**src/hw/rtl/rsmc_pkg.sv**
```systemverilog
// shared types and constants of the rom segment map cache
`default_nettype none

package rsmc_pkg;

  // field widths
  localparam int TagW     = 7;
  localparam int StampW   = 32;
  localparam int BankW    = 9;
  localparam int SlotW    = 6;
  localparam int OffsetW  = 16;
  localparam int FillW    = 17;
  localparam int RomSizeW = 24;
  localparam int CfgIdxW  = 1;

  // geometry of banks and segments
  localparam int unsigned SegBytes  = (1 << 16);
  localparam int unsigned BankBytes = (16 * 1024);
  localparam int SegShift  = $clog2(SegBytes);
  localparam int BankShift = $clog2(BankBytes);

  // request codes
  localparam logic FuncLookup = 1'b0;
  localparam logic FuncFlush  = 1'b1;

  // register indexes
  localparam logic [CfgIdxW-1:0] RegRomSize  = 1'b0;
  localparam logic [CfgIdxW-1:0] RegBootOvly = 1'b1;

  // result codes
  typedef enum logic [2:0] {
    OUT_HIT    = 3'd0,
    OUT_FILL   = 3'd1,
    OUT_BOOT   = 3'd2,
    OUT_NOFILE = 3'd3,
    OUT_FLUSH  = 3'd4
  } outcome_e;

  // controls from the sequencer to the scan unit
  typedef struct packed {
    logic clear;
    logic sample;
  } scan_ctl_t;

  // summary of one scan over all slots
  typedef struct packed {
    logic              hit;
    logic [StampW-1:0] min_stamp;
    logic [TagW-1:0]   victim_tag;
  } scan_res_t;

endpackage

`default_nettype wire

```
**src/hw/rtl/rom_segment_map_cache_lru.sv**
```systemverilog
// top level: fully associative rom segment map with lru replacement
`default_nettype none

// Maps 16 KiB rom banks onto 64 KiB segments held in SLOTS slots. Tag and
// use stamp of every slot live in one ram with a registered read; per-slot
// valid flops stand for the empty state after reset or a flush. A lookup
// makes one pass over the ram, reading one slot per cycle, and finds both
// the first tag hit and the least recently used slot in that pass, then
// writes the chosen slot back. A flush or a boot overlay hit of bank zero
// skips the pass and has its result known at the transfer. Each result
// waits in a pending register, and the input is freed once it has moved
// to the output register. One request is worked on at a time; the next
// one is taken while the previous result still waits in the output
// register. No clearing pass is needed.
module rom_segment_map_cache_lru #(
  parameter int SLOTS = 64
) (
  input  wire logic                              clk_i,
  input  wire logic                              rst_ni,
  // configuration writes
  input  wire logic                              cfg_we_i,
  input  wire logic [rsmc_pkg::CfgIdxW-1:0]      cfg_idx_i,
  input  wire logic [rsmc_pkg::RomSizeW-1:0]     cfg_wdata_i,
  // request channel
  input  wire logic                              in_valid_i,
  output logic                                   in_stall_o,
  input  wire logic                              func_i,
  input  wire logic [rsmc_pkg::BankW-1:0]        bank_i,
  // result channel
  output logic                                   out_valid_o,
  input  wire logic                              out_stall_i,
  output logic      [2:0]                        outcome_o,
  output logic      [rsmc_pkg::SlotW-1:0]        slot_o,
  output logic      [rsmc_pkg::TagW-1:0]         segment_o,
  output logic      [rsmc_pkg::OffsetW-1:0]      offset_o,
  output logic                                   evict_valid_o,
  output logic      [rsmc_pkg::TagW-1:0]         evicted_segment_o,
  output logic      [rsmc_pkg::FillW-1:0]        fill_length_o
);

  localparam int IdxW  = (SLOTS > 1) ? $clog2(SLOTS) : 1;
  localparam int CntW  = $clog2(SLOTS + 1);
  localparam int MemW  = rsmc_pkg::TagW + rsmc_pkg::StampW;
  localparam int DiffW = rsmc_pkg::RomSizeW + 1;

  typedef enum logic [1:0] {
    ST_IDLE,
    ST_SCAN,
    ST_UPDATE,
    ST_RESULT
  } state_e;

  typedef struct packed {
    rsmc_pkg::outcome_e            outcome;
    logic [rsmc_pkg::SlotW-1:0]    slot;
    logic [rsmc_pkg::TagW-1:0]     segment;
    logic [rsmc_pkg::OffsetW-1:0]  offset;
    logic                          evict_valid;
    logic [rsmc_pkg::TagW-1:0]     evicted_segment;
    logic [rsmc_pkg::FillW-1:0]    fill_length;
  } res_t;

  state_e                          state_q;
  logic [rsmc_pkg::RomSizeW-1:0]   rom_size_q;
  logic                            boot_q;
  logic [rsmc_pkg::StampW-1:0]     ctr_q;
  logic [rsmc_pkg::StampW-1:0]     ctr_nxt;
  logic [SLOTS-1:0]                slot_vld_q;
  logic [CntW-1:0]                 cnt_q;
  logic                            rd_pend_q;
  logic [IdxW-1:0]                 rd_idx_q;
  logic                            vld_rd_q;
  logic                            out_valid_q;
  logic                            out_load;
  res_t                            pend_q;
  res_t                            out_q;
  res_t                            upd_res;
  res_t                            idle_res;

  // request registers
  logic [rsmc_pkg::TagW-1:0]       seg_q;
  logic [rsmc_pkg::OffsetW-1:0]    off_q;
  logic                            fits_q;
  logic [rsmc_pkg::FillW-1:0]      fill_q;

  logic                            in_xfer;
  logic [rsmc_pkg::TagW-1:0]       seg_in;
  logic [rsmc_pkg::OffsetW-1:0]    off_in;
  logic [DiffW-1:0]                diff;
  logic                            fits_in;
  logic [rsmc_pkg::FillW-1:0]      fill_in;

  logic                            rd_issue;
  logic [IdxW-1:0]                 rd_addr;
  logic [MemW-1:0]                 rd_data;
  logic [rsmc_pkg::StampW-1:0]     rd_stamp;
  logic                            mem_we;
  logic [IdxW-1:0]                 mem_waddr;
  logic [MemW-1:0]                 mem_wdata;

  rsmc_pkg::scan_ctl_t             scan_ctl;
  rsmc_pkg::scan_res_t             scan_res;
  logic [IdxW-1:0]                 hit_idx;
  logic [IdxW-1:0]                 victim_idx;

  // handshake
  assign in_stall_o  = (state_q != ST_IDLE);
  assign in_xfer     = in_valid_i && !in_stall_o;
  assign out_valid_o = out_valid_q;
  assign out_load    = (state_q == ST_RESULT) && (!out_valid_q || !out_stall_i);

  // configuration registers
  always_ff @(posedge clk_i or negedge rst_ni) begin
    if (!rst_ni) begin
      rom_size_q <= '0;
      boot_q     <= 1'b0;
    end else if (cfg_we_i) begin
      unique case (cfg_idx_i)
        rsmc_pkg::RegRomSize:  rom_size_q <= cfg_wdata_i;
        rsmc_pkg::RegBootOvly: boot_q     <= cfg_wdata_i[0];
        default: ;
      endcase
    end
  end

  // bank split and fill length, clipped to one segment and the rom size
  assign seg_in  = rsmc_pkg::TagW'(bank_i >> (rsmc_pkg::SegShift - rsmc_pkg::BankShift));
  assign off_in  = rsmc_pkg::OffsetW'(bank_i[1:0]) << rsmc_pkg::BankShift;
  assign diff    = {1'b0, rom_size_q} - (DiffW'(seg_in) << rsmc_pkg::SegShift);
  assign fits_in = !diff[DiffW-1] && (diff != '0);
  assign fill_in = (diff > DiffW'(rsmc_pkg::SegBytes)) ?
                   rsmc_pkg::FillW'(rsmc_pkg::SegBytes) : diff[rsmc_pkg::FillW-1:0];

  always_ff @(posedge clk_i) begin
    if (in_xfer) begin
      seg_q  <= seg_in;
      off_q  <= off_in;
      fits_q <= fits_in;
      fill_q <= fill_in;
    end
  end

  // slot read stream
  assign rd_issue = (state_q == ST_SCAN) && (cnt_q < CntW'(SLOTS));
  assign rd_addr  = cnt_q[IdxW-1:0];

  always_ff @(posedge clk_i) begin
    rd_idx_q <= rd_addr;
    vld_rd_q <= slot_vld_q[rd_addr];
  end

  // an empty slot reads as stamp zero
  assign rd_stamp = vld_rd_q ? rd_data[rsmc_pkg::StampW-1:0] : '0;

  rsmc_ram #(
    .Width (MemW),
    .Depth (SLOTS)
  ) u_slot_ram (
    .clk_i   (clk_i),
    .we_i    (mem_we),
    .waddr_i (mem_waddr),
    .wdata_i (mem_wdata),
    .re_i    (rd_issue),
    .raddr_i (rd_addr),
    .rdata_o (rd_data)
  );

  assign scan_ctl.clear  = in_xfer;
  assign scan_ctl.sample = rd_pend_q;

  rsmc_scan #(
    .SLOTS (SLOTS)
  ) u_scan (
    .clk_i        (clk_i),
    .rst_ni       (rst_ni),
    .ctl_i        (scan_ctl),
    .rd_idx_i     (rd_idx_q),
    .tag_i        (rd_data[MemW-1:rsmc_pkg::StampW]),
    .stamp_i      (rd_stamp),
    .seg_i        (seg_q),
    .res_o        (scan_res),
    .hit_idx_o    (hit_idx),
    .victim_idx_o (victim_idx)
  );

  // write back of the hit or refilled slot
  assign ctr_nxt   = ctr_q + 32'd1;
  assign mem_we    = (state_q == ST_UPDATE) && (scan_res.hit || fits_q);
  assign mem_waddr = scan_res.hit ? hit_idx : victim_idx;
  assign mem_wdata = {seg_q, ctr_nxt};

  // result of a flush or a boot overlay hit, known at the transfer
  always_comb begin
    idle_res = '0;
    if (func_i == rsmc_pkg::FuncFlush) begin
      idle_res.outcome = rsmc_pkg::OUT_FLUSH;
    end else begin
      idle_res.outcome = rsmc_pkg::OUT_BOOT;
      idle_res.segment = seg_in;
      idle_res.offset  = off_in;
    end
  end

  // result of a lookup after the scan
  always_comb begin
    upd_res                 = '0;
    upd_res.segment         = seg_q;
    upd_res.offset          = off_q;
    priority if (scan_res.hit) begin
      upd_res.outcome = rsmc_pkg::OUT_HIT;
      upd_res.slot    = rsmc_pkg::SlotW'(hit_idx);
    end else if (!fits_q) begin
      upd_res.outcome = rsmc_pkg::OUT_NOFILE;
    end else begin
      upd_res.outcome     = rsmc_pkg::OUT_FILL;
      upd_res.slot        = rsmc_pkg::SlotW'(victim_idx);
      upd_res.fill_length = fill_q;
      if (scan_res.min_stamp != '0) begin
        upd_res.evict_valid     = 1'b1;
        upd_res.evicted_segment = scan_res.victim_tag;
      end
    end
  end

  // sequencer, slot valid flags, use counter and result registers
  always_ff @(posedge clk_i or negedge rst_ni) begin
    if (!rst_ni) begin
      state_q     <= ST_IDLE;
      out_valid_q <= 1'b0;
      ctr_q       <= '0;
      slot_vld_q  <= '0;
      cnt_q       <= '0;
      rd_pend_q   <= 1'b0;
      pend_q      <= '0;
      out_q       <= '0;
    end else begin
      rd_pend_q <= rd_issue;
      if (out_load) begin
        out_q       <= pend_q;
        out_valid_q <= 1'b1;
      end else if (out_valid_q && !out_stall_i) begin
        out_valid_q <= 1'b0;
      end
      unique case (state_q)
        ST_IDLE: begin
          if (in_xfer) begin
            cnt_q <= '0;
            priority if (func_i == rsmc_pkg::FuncFlush) begin
              slot_vld_q <= '0;
              pend_q     <= idle_res;
              state_q    <= ST_RESULT;
            end else if (boot_q && (bank_i == '0)) begin
              pend_q     <= idle_res;
              state_q    <= ST_RESULT;
            end else begin
              state_q <= ST_SCAN;
            end
          end
        end
        ST_SCAN: begin
          if (rd_issue) begin
            cnt_q <= cnt_q + CntW'(1);
          end else if (!rd_pend_q) begin
            state_q <= ST_UPDATE;
          end
        end
        ST_UPDATE: begin
          pend_q <= upd_res;
          if (mem_we) begin
            slot_vld_q[mem_waddr] <= 1'b1;
            ctr_q                 <= ctr_nxt;
          end
          state_q <= ST_RESULT;
        end
        ST_RESULT: begin
          if (out_load) begin
            state_q <= ST_IDLE;
          end
        end
        default: state_q <= ST_IDLE;
      endcase
    end
  end

  // result ports
  assign outcome_o         = out_q.outcome;
  assign slot_o            = out_q.slot;
  assign segment_o         = out_q.segment;
  assign offset_o          = out_q.offset;
  assign evict_valid_o     = out_q.evict_valid;
  assign evicted_segment_o = out_q.evicted_segment;
  assign fill_length_o     = out_q.fill_length;

`ifndef SYNTHESIS
  // the use counter only ever advances by one
  a_ctr_step: assert property (@(posedge clk_i) disable iff (!rst_ni)
    (ctr_q != $past(ctr_q)) |-> (ctr_q == $past(ctr_q) + 32'd1))
    else $error("use counter jumped");

  // a flush leaves every slot empty
  a_flush_clears: assert property (@(posedge clk_i) disable iff (!rst_ni)
    (in_xfer && (func_i == rsmc_pkg::FuncFlush)) |=> (slot_vld_q == '0))
    else $error("flush left a slot valid");

  // a result appears only out of the result state
  a_out_from_result: assert property (@(posedge clk_i) disable iff (!rst_ni)
    $rose(out_valid_q) |-> $past(state_q == ST_RESULT))
    else $error("result shown outside result state");

  // eviction and fill length belong to fills alone
  a_fill_fields: assert property (@(posedge clk_i) disable iff (!rst_ni)
    (out_valid_q && (out_q.outcome != rsmc_pkg::OUT_FILL)) |->
    (!out_q.evict_valid && (out_q.fill_length == '0)))
    else $error("fill fields set on a non-fill result");

  // the ram is written only while the slot scan is idle
  a_no_write_in_scan: assert property (@(posedge clk_i) disable iff (!rst_ni)
    mem_we |-> (!rd_issue && !rd_pend_q))
    else $error("slot write overlaps the scan");
`endif

endmodule

`default_nettype wire

```
**src/hw/rtl/rsmc_ram.sv**
```systemverilog
// generic single write port ram with registered read
`default_nettype none

module rsmc_ram #(
  parameter int Width = 8,
  parameter int Depth = 16
) (
  input  wire logic                                     clk_i,
  input  wire logic                                     we_i,
  input  wire logic [$clog2(Depth > 1 ? Depth : 2)-1:0] waddr_i,
  input  wire logic [Width-1:0]                         wdata_i,
  input  wire logic                                     re_i,
  input  wire logic [$clog2(Depth > 1 ? Depth : 2)-1:0] raddr_i,
  output logic      [Width-1:0]                         rdata_o
);

  logic [Width-1:0] mem_q [Depth];

  // write port
  always_ff @(posedge clk_i) begin
    if (we_i) begin
      mem_q[waddr_i] <= wdata_i;
    end
  end

  // registered read port
  always_ff @(posedge clk_i) begin
    if (re_i) begin
      rdata_o <= mem_q[raddr_i];
    end
  end

endmodule

`default_nettype wire

```
**src/hw/rtl/rsmc_scan.sv**
```systemverilog
// scan unit: first tag hit and least recently used slot over a slot stream
`default_nettype none

module rsmc_scan #(
  parameter int SLOTS = 64
) (
  input  wire logic                                     clk_i,
  input  wire logic                                     rst_ni,
  input  wire rsmc_pkg::scan_ctl_t                      ctl_i,
  input  wire logic [$clog2(SLOTS > 1 ? SLOTS : 2)-1:0] rd_idx_i,
  input  wire logic [rsmc_pkg::TagW-1:0]                tag_i,
  input  wire logic [rsmc_pkg::StampW-1:0]              stamp_i,
  input  wire logic [rsmc_pkg::TagW-1:0]                seg_i,
  output rsmc_pkg::scan_res_t                           res_o,
  output logic      [$clog2(SLOTS > 1 ? SLOTS : 2)-1:0] hit_idx_o,
  output logic      [$clog2(SLOTS > 1 ? SLOTS : 2)-1:0] victim_idx_o
);

  localparam int IdxW = (SLOTS > 1) ? $clog2(SLOTS) : 1;

  logic                          first_q;
  logic                          hit_q;
  logic [IdxW-1:0]               hit_idx_q;
  logic [IdxW-1:0]               victim_idx_q;
  logic [rsmc_pkg::StampW-1:0]   min_q;
  logic [rsmc_pkg::TagW-1:0]     vtag_q;
  logic                          is_hit;
  logic                          is_min;

  // a used slot with the wanted tag, and a strictly smaller stamp
  assign is_hit = (stamp_i != '0) && (tag_i == seg_i) && !hit_q;
  assign is_min = first_q || (stamp_i < min_q);

  // control flags
  always_ff @(posedge clk_i or negedge rst_ni) begin
    if (!rst_ni) begin
      first_q <= 1'b1;
      hit_q   <= 1'b0;
    end else if (ctl_i.clear) begin
      first_q <= 1'b1;
      hit_q   <= 1'b0;
    end else if (ctl_i.sample) begin
      first_q <= 1'b0;
      if (is_hit) begin
        hit_q <= 1'b1;
      end
    end
  end

  // running hit index and minimum
  always_ff @(posedge clk_i) begin
    if (ctl_i.sample && !ctl_i.clear) begin
      if (is_hit) begin
        hit_idx_q <= rd_idx_i;
      end
      if (is_min) begin
        min_q        <= stamp_i;
        victim_idx_q <= rd_idx_i;
        vtag_q       <= tag_i;
      end
    end
  end

  assign res_o.hit        = hit_q;
  assign res_o.min_stamp  = min_q;
  assign res_o.victim_tag = vtag_q;
  assign hit_idx_o        = hit_idx_q;
  assign victim_idx_o     = victim_idx_q;

endmodule

`default_nettype wire
```
**config.mk**
```make
export PLATFORM = sky130hd
export DESIGN_NAME = rom_segment_map_cache_lru
export DESIGN_NICKNAME = d
export VERILOG_FILES = /design/src/hw/rtl/rsmc_pkg.sv /design/src/hw/rtl/rom_segment_map_cache_lru.sv /design/src/hw/rtl/rsmc_ram.sv /design/src/hw/rtl/rsmc_scan.sv
export SDC_FILE = /design/constraint.sdc
export NUM_CORES = 2
export LEC_CHECK = 0
export BUFFER_PORTS_ARGS = -buffer_cell sky130_fd_sc_hd__buf_2
export CORE_UTILIZATION = 34
export DETAILED_ROUTE_END_ITERATION = 10
export PLACE_DENSITY = 0.58
export REMOVE_ABC_BUFFERS = 1
export SLEW_MARGIN = 20
export SYNTH_ARGS = -nofsm -noshare
export SYNTH_HDL_FRONTEND = slang
export SYNTH_SLANG_ARGS = --single-unit
```
**constraint.sdc**
```tcl
create_clock -name clk_i -period 5.12 [get_ports clk_i]
set_input_delay 0.256 -clock clk_i [delete_from_list [all_inputs] [get_ports clk_i]]
set_output_delay 0.256 -clock clk_i [all_outputs]
set_load 0.005 [all_outputs]
```
==> summary.txt <==
Top delay family on crit path = simple AND/OR/NAND/NOR gates
pwr/cell area = 496.9 nW/µm²
DR pass1 iterations = 5
post-route clock skew = 48.40 ps
critical path's slowest cell = nor2_4
worst hold path depth = 2
met3 Usage GRT = 0.03950
final period utilization = 0.8301
most repeated cell in the gate-level netlist after synthesis = edfxtp_1
total wire length = 303900 µm
hold_ws = 73.77 ps
Top cell by count, worst path = buf_4
register area = 84130 µm²
Worst slew margin = 0.1974
syn avg cell area = 20.86 µm²
top cell type's share of synthesized area = 0.7160
yosys warns = 0
critical path depth in cells = 6
r2r worst-path depth = 6
DRC = 0
CTS Hold Bufs = 64
fillers = 28248
Top Usage Layer GRT = met2
row cnt = 208
non-filler cells, final = 10230
setup repair bufs after CTS = 0
Max-Cap Viols = 0
GRT Overall Usage = 0.1851
DRT iter0 DRCs = 6871
Crit Path Class = flop to flop
min Tclk post-route = 4250 ps
most frequent cells after synthesis = 2613 x edfxtp_1, 621 x mux4_2, 219 x dfrtp_1
initial antenna violation count = 29
required time of the worst setup path = 5740 ps
Clock power frac = 0.332
Synth area leaders = edfxtp_1 72%, mux4_2 13%, dfrtp_1 5.0%, mux2i_1 1.0%, a221oi_1 0.78%
delay of the slowest cell on the worst path = 940 ps
Cell variety after synth = 71
Psw = 18.66 mW
Area growth syn-to-layout = 16.39%
CP Launch Type = flop
htree depth = 5
ys async rst share = 0.07746
DRT antenna net count = 0
placed cells = 9626
CP Max Fanout = 27
share of cells above drive strength 1 = 0.2676
Yosys top cell by area = edfxtp_1
Post-CTS Resized = 0
Internal = 44.73 mW
# nets final = 5785
synthesized area = 109600 µm²
crit end category = flop
status = finished clean
Die W = 569.7 µm
I/O pin cnt = 99
cts bufs inserted = 309
post-DP HPWL = 174300 µm
multi-input logic area = 24830 µm²
vias post-DR = 56043
critical path, cell by cell = buf_4, o21ai_1, nor2_1, nand2_1, nor2_4, buf_4
synthesis-stage register bit count = 2840
number of enable flip-flop cells after synthesis = 2613
clock sinks = 2840
Initial Util = 0.3415
global-route track usage on met1 = 0.2561
Syn Inst Count = 5253
Setup violations, final = 0
die area = 324600 µm²
grt ovf = 0
Switching Fraction = 0.2944
leakage = 39.77 nW
final hold vios = 0
core footprint = 320900 µm²
vias per cell = 5.478
routing usage on met2 = 0.2909
Seq pwr share = 0.444
RePlAce Congestion = 0.8587
logic gate share of total power = 0.224
f_max = 235.3 MHz
clock root cell = clkbuf_16
vias in the first global route = 56652
Worst Path Arrival = 4870 ps
hold crit path type = input port to flop
Die H = 569.7 µm
Clock Latency Late Sink = 950 ps
CTS clk-pin slew, worst paths = 60 ps
worst slew pin tran = 1201 ps
WP buf/inv = 2
Longest Clk Path Bufs = 4
maximum number of pins on one net before global-route repair = 145
RSZ-0062 raised after global routing = no
drt wl/cell = 29.71 µm
Most used DFF post-synth = edfxtp_1
first-pass GRT wire length = 427800 µm
port bufs = 84
VDD IR max = 0.3200 mV
Seq/Total Area, Yosys = 0.7675
TritonCTS clock tree = done
Final Max Tran Viols = 0
placed cells by master (no fill, tap or decap), drive strengths merged, types with 8 or more instances in the layout:
master	instances
a211oi	9
a21o	11
a21oi	136
a221oi	98
a22o	57
a22oi	82
and2	51
and3	8
and4	16
buf	352
bufinv	18
clkbuf	395
clkinv	105
conb	14
dfrtp	219
diode	9
dlygate4sd3	65
edfxtp	2613
ha	44
inv	53
mux2	73
mux2i	113
mux4	621
nand2	165
nand2b	13
nand3	26
nand4	19
nor2	204
nor2b	8
nor4	28
o211ai	11
o21ai	111
o221ai	37
xnor2	44
xor2	30
stage by stage:
step / power, mW / utilization / instance area (µm²) / worst slack, ps / TNS [ps]
5_1_grt: 65.47 / 0.3975 / 127500 / 732.3 / 0
6_report: 63.39 / 0.3975 / 127600 / 869.7 / 0
3_3_place_gp: 42.57 / 0.3656 / 117300 / 1075 / 0
2_1_floorplan: 35.24 / - / 108200 / -21740 / -1033410
3_5_place_dp: 42.76 / 0.3659 / 117400 / 923.3 / 0
4_1_cts: 63.78 / 0.3971 / 127400 / 894.0 / 0
worst paths after layout:
kind,end,slack [ps],from
worst min register to register,u_scan.victim_idx_o[2]$_DFFE_PP_,430,rd_idx_q[2]$_DFF_P_
worst max register to register,u_slot_ram.mem_q[1][10]$_DFFE_PP_,870,u_scan.hit_q$_DFFE_PN0P_
min in group asynchronous,slot_vld_q[32]$_DFFE_PN0P_,360,rst_ni
worst max-delay path,u_slot_ram.mem_q[1][10]$_DFFE_PP_,870,u_scan.hit_q$_DFFE_PN0P_
max in group asynchronous,ctr_q[31]$_DFFE_PN0P_,3870,rst_ni
worst min-delay path,off_q[15]$_DFFE_PP_,70,bank_i[1]
power by group through the flow:
stage               combinational [mW]  clock, mW  sequential (mW)
finish                            14.2       21.0             28.1
global route                      15.0       22.2             28.2
CTS                               14.3       21.4             28.1
detailed placement                14.2          0             28.6
global placement                  14.0          0             28.5
floorplan                         6.50          0             28.7
state kept, by name, indices dropped and copies added (netlist names), 17 cells and up:
signal and count:
u_slot_ram.mem_q 2496, slot_vld_q 64, pend_q 43, u_slot_ram.rdata_o 39, ctr_q 32, u_scan.min_q 32
rom_size_q 24, fill_length_o 17, fill_q 17
layout make-up:
class	instances	area share
Antenna cell	9	0.0001766
Clock buffer	395	0.06488
Clock inverter	132	0.008720
Inverter	50	0.001471
Multi-Input combinational cell	2082	0.1946
Sequential cell	2840	0.6595
Tap cell	4305	0.04223
Timing Repair Buffer	417	0.02837
metal layers:
metal  wire length, µm  vias up
li1                  -    22659
met1            125400    30427
met2            141700     2513
met3             26750      440
met4             10050        4
met5                27        -
cell families after synthesis:
| kind of cell | after synthesis | share of synthesized area |
|---|---|---|
| buffers and inverters | 344 | 0.01497 |
| flip-flops | 2840 | 0.7675 |
| AND/OR/NAND/NOR | 556 | 0.02410 |
| XOR/XNOR | 74 | 0.005914 |
| adder cells (fa/ha/maj) | 45 | 0.005206 |
| AO/OA/AOI/OAI | 586 | 0.03684 |
| other | 1 | 0.00003422 |
| multiplexers | 807 | 0.1454 |
Note: power is estimated with default switching activity, not from simulation.
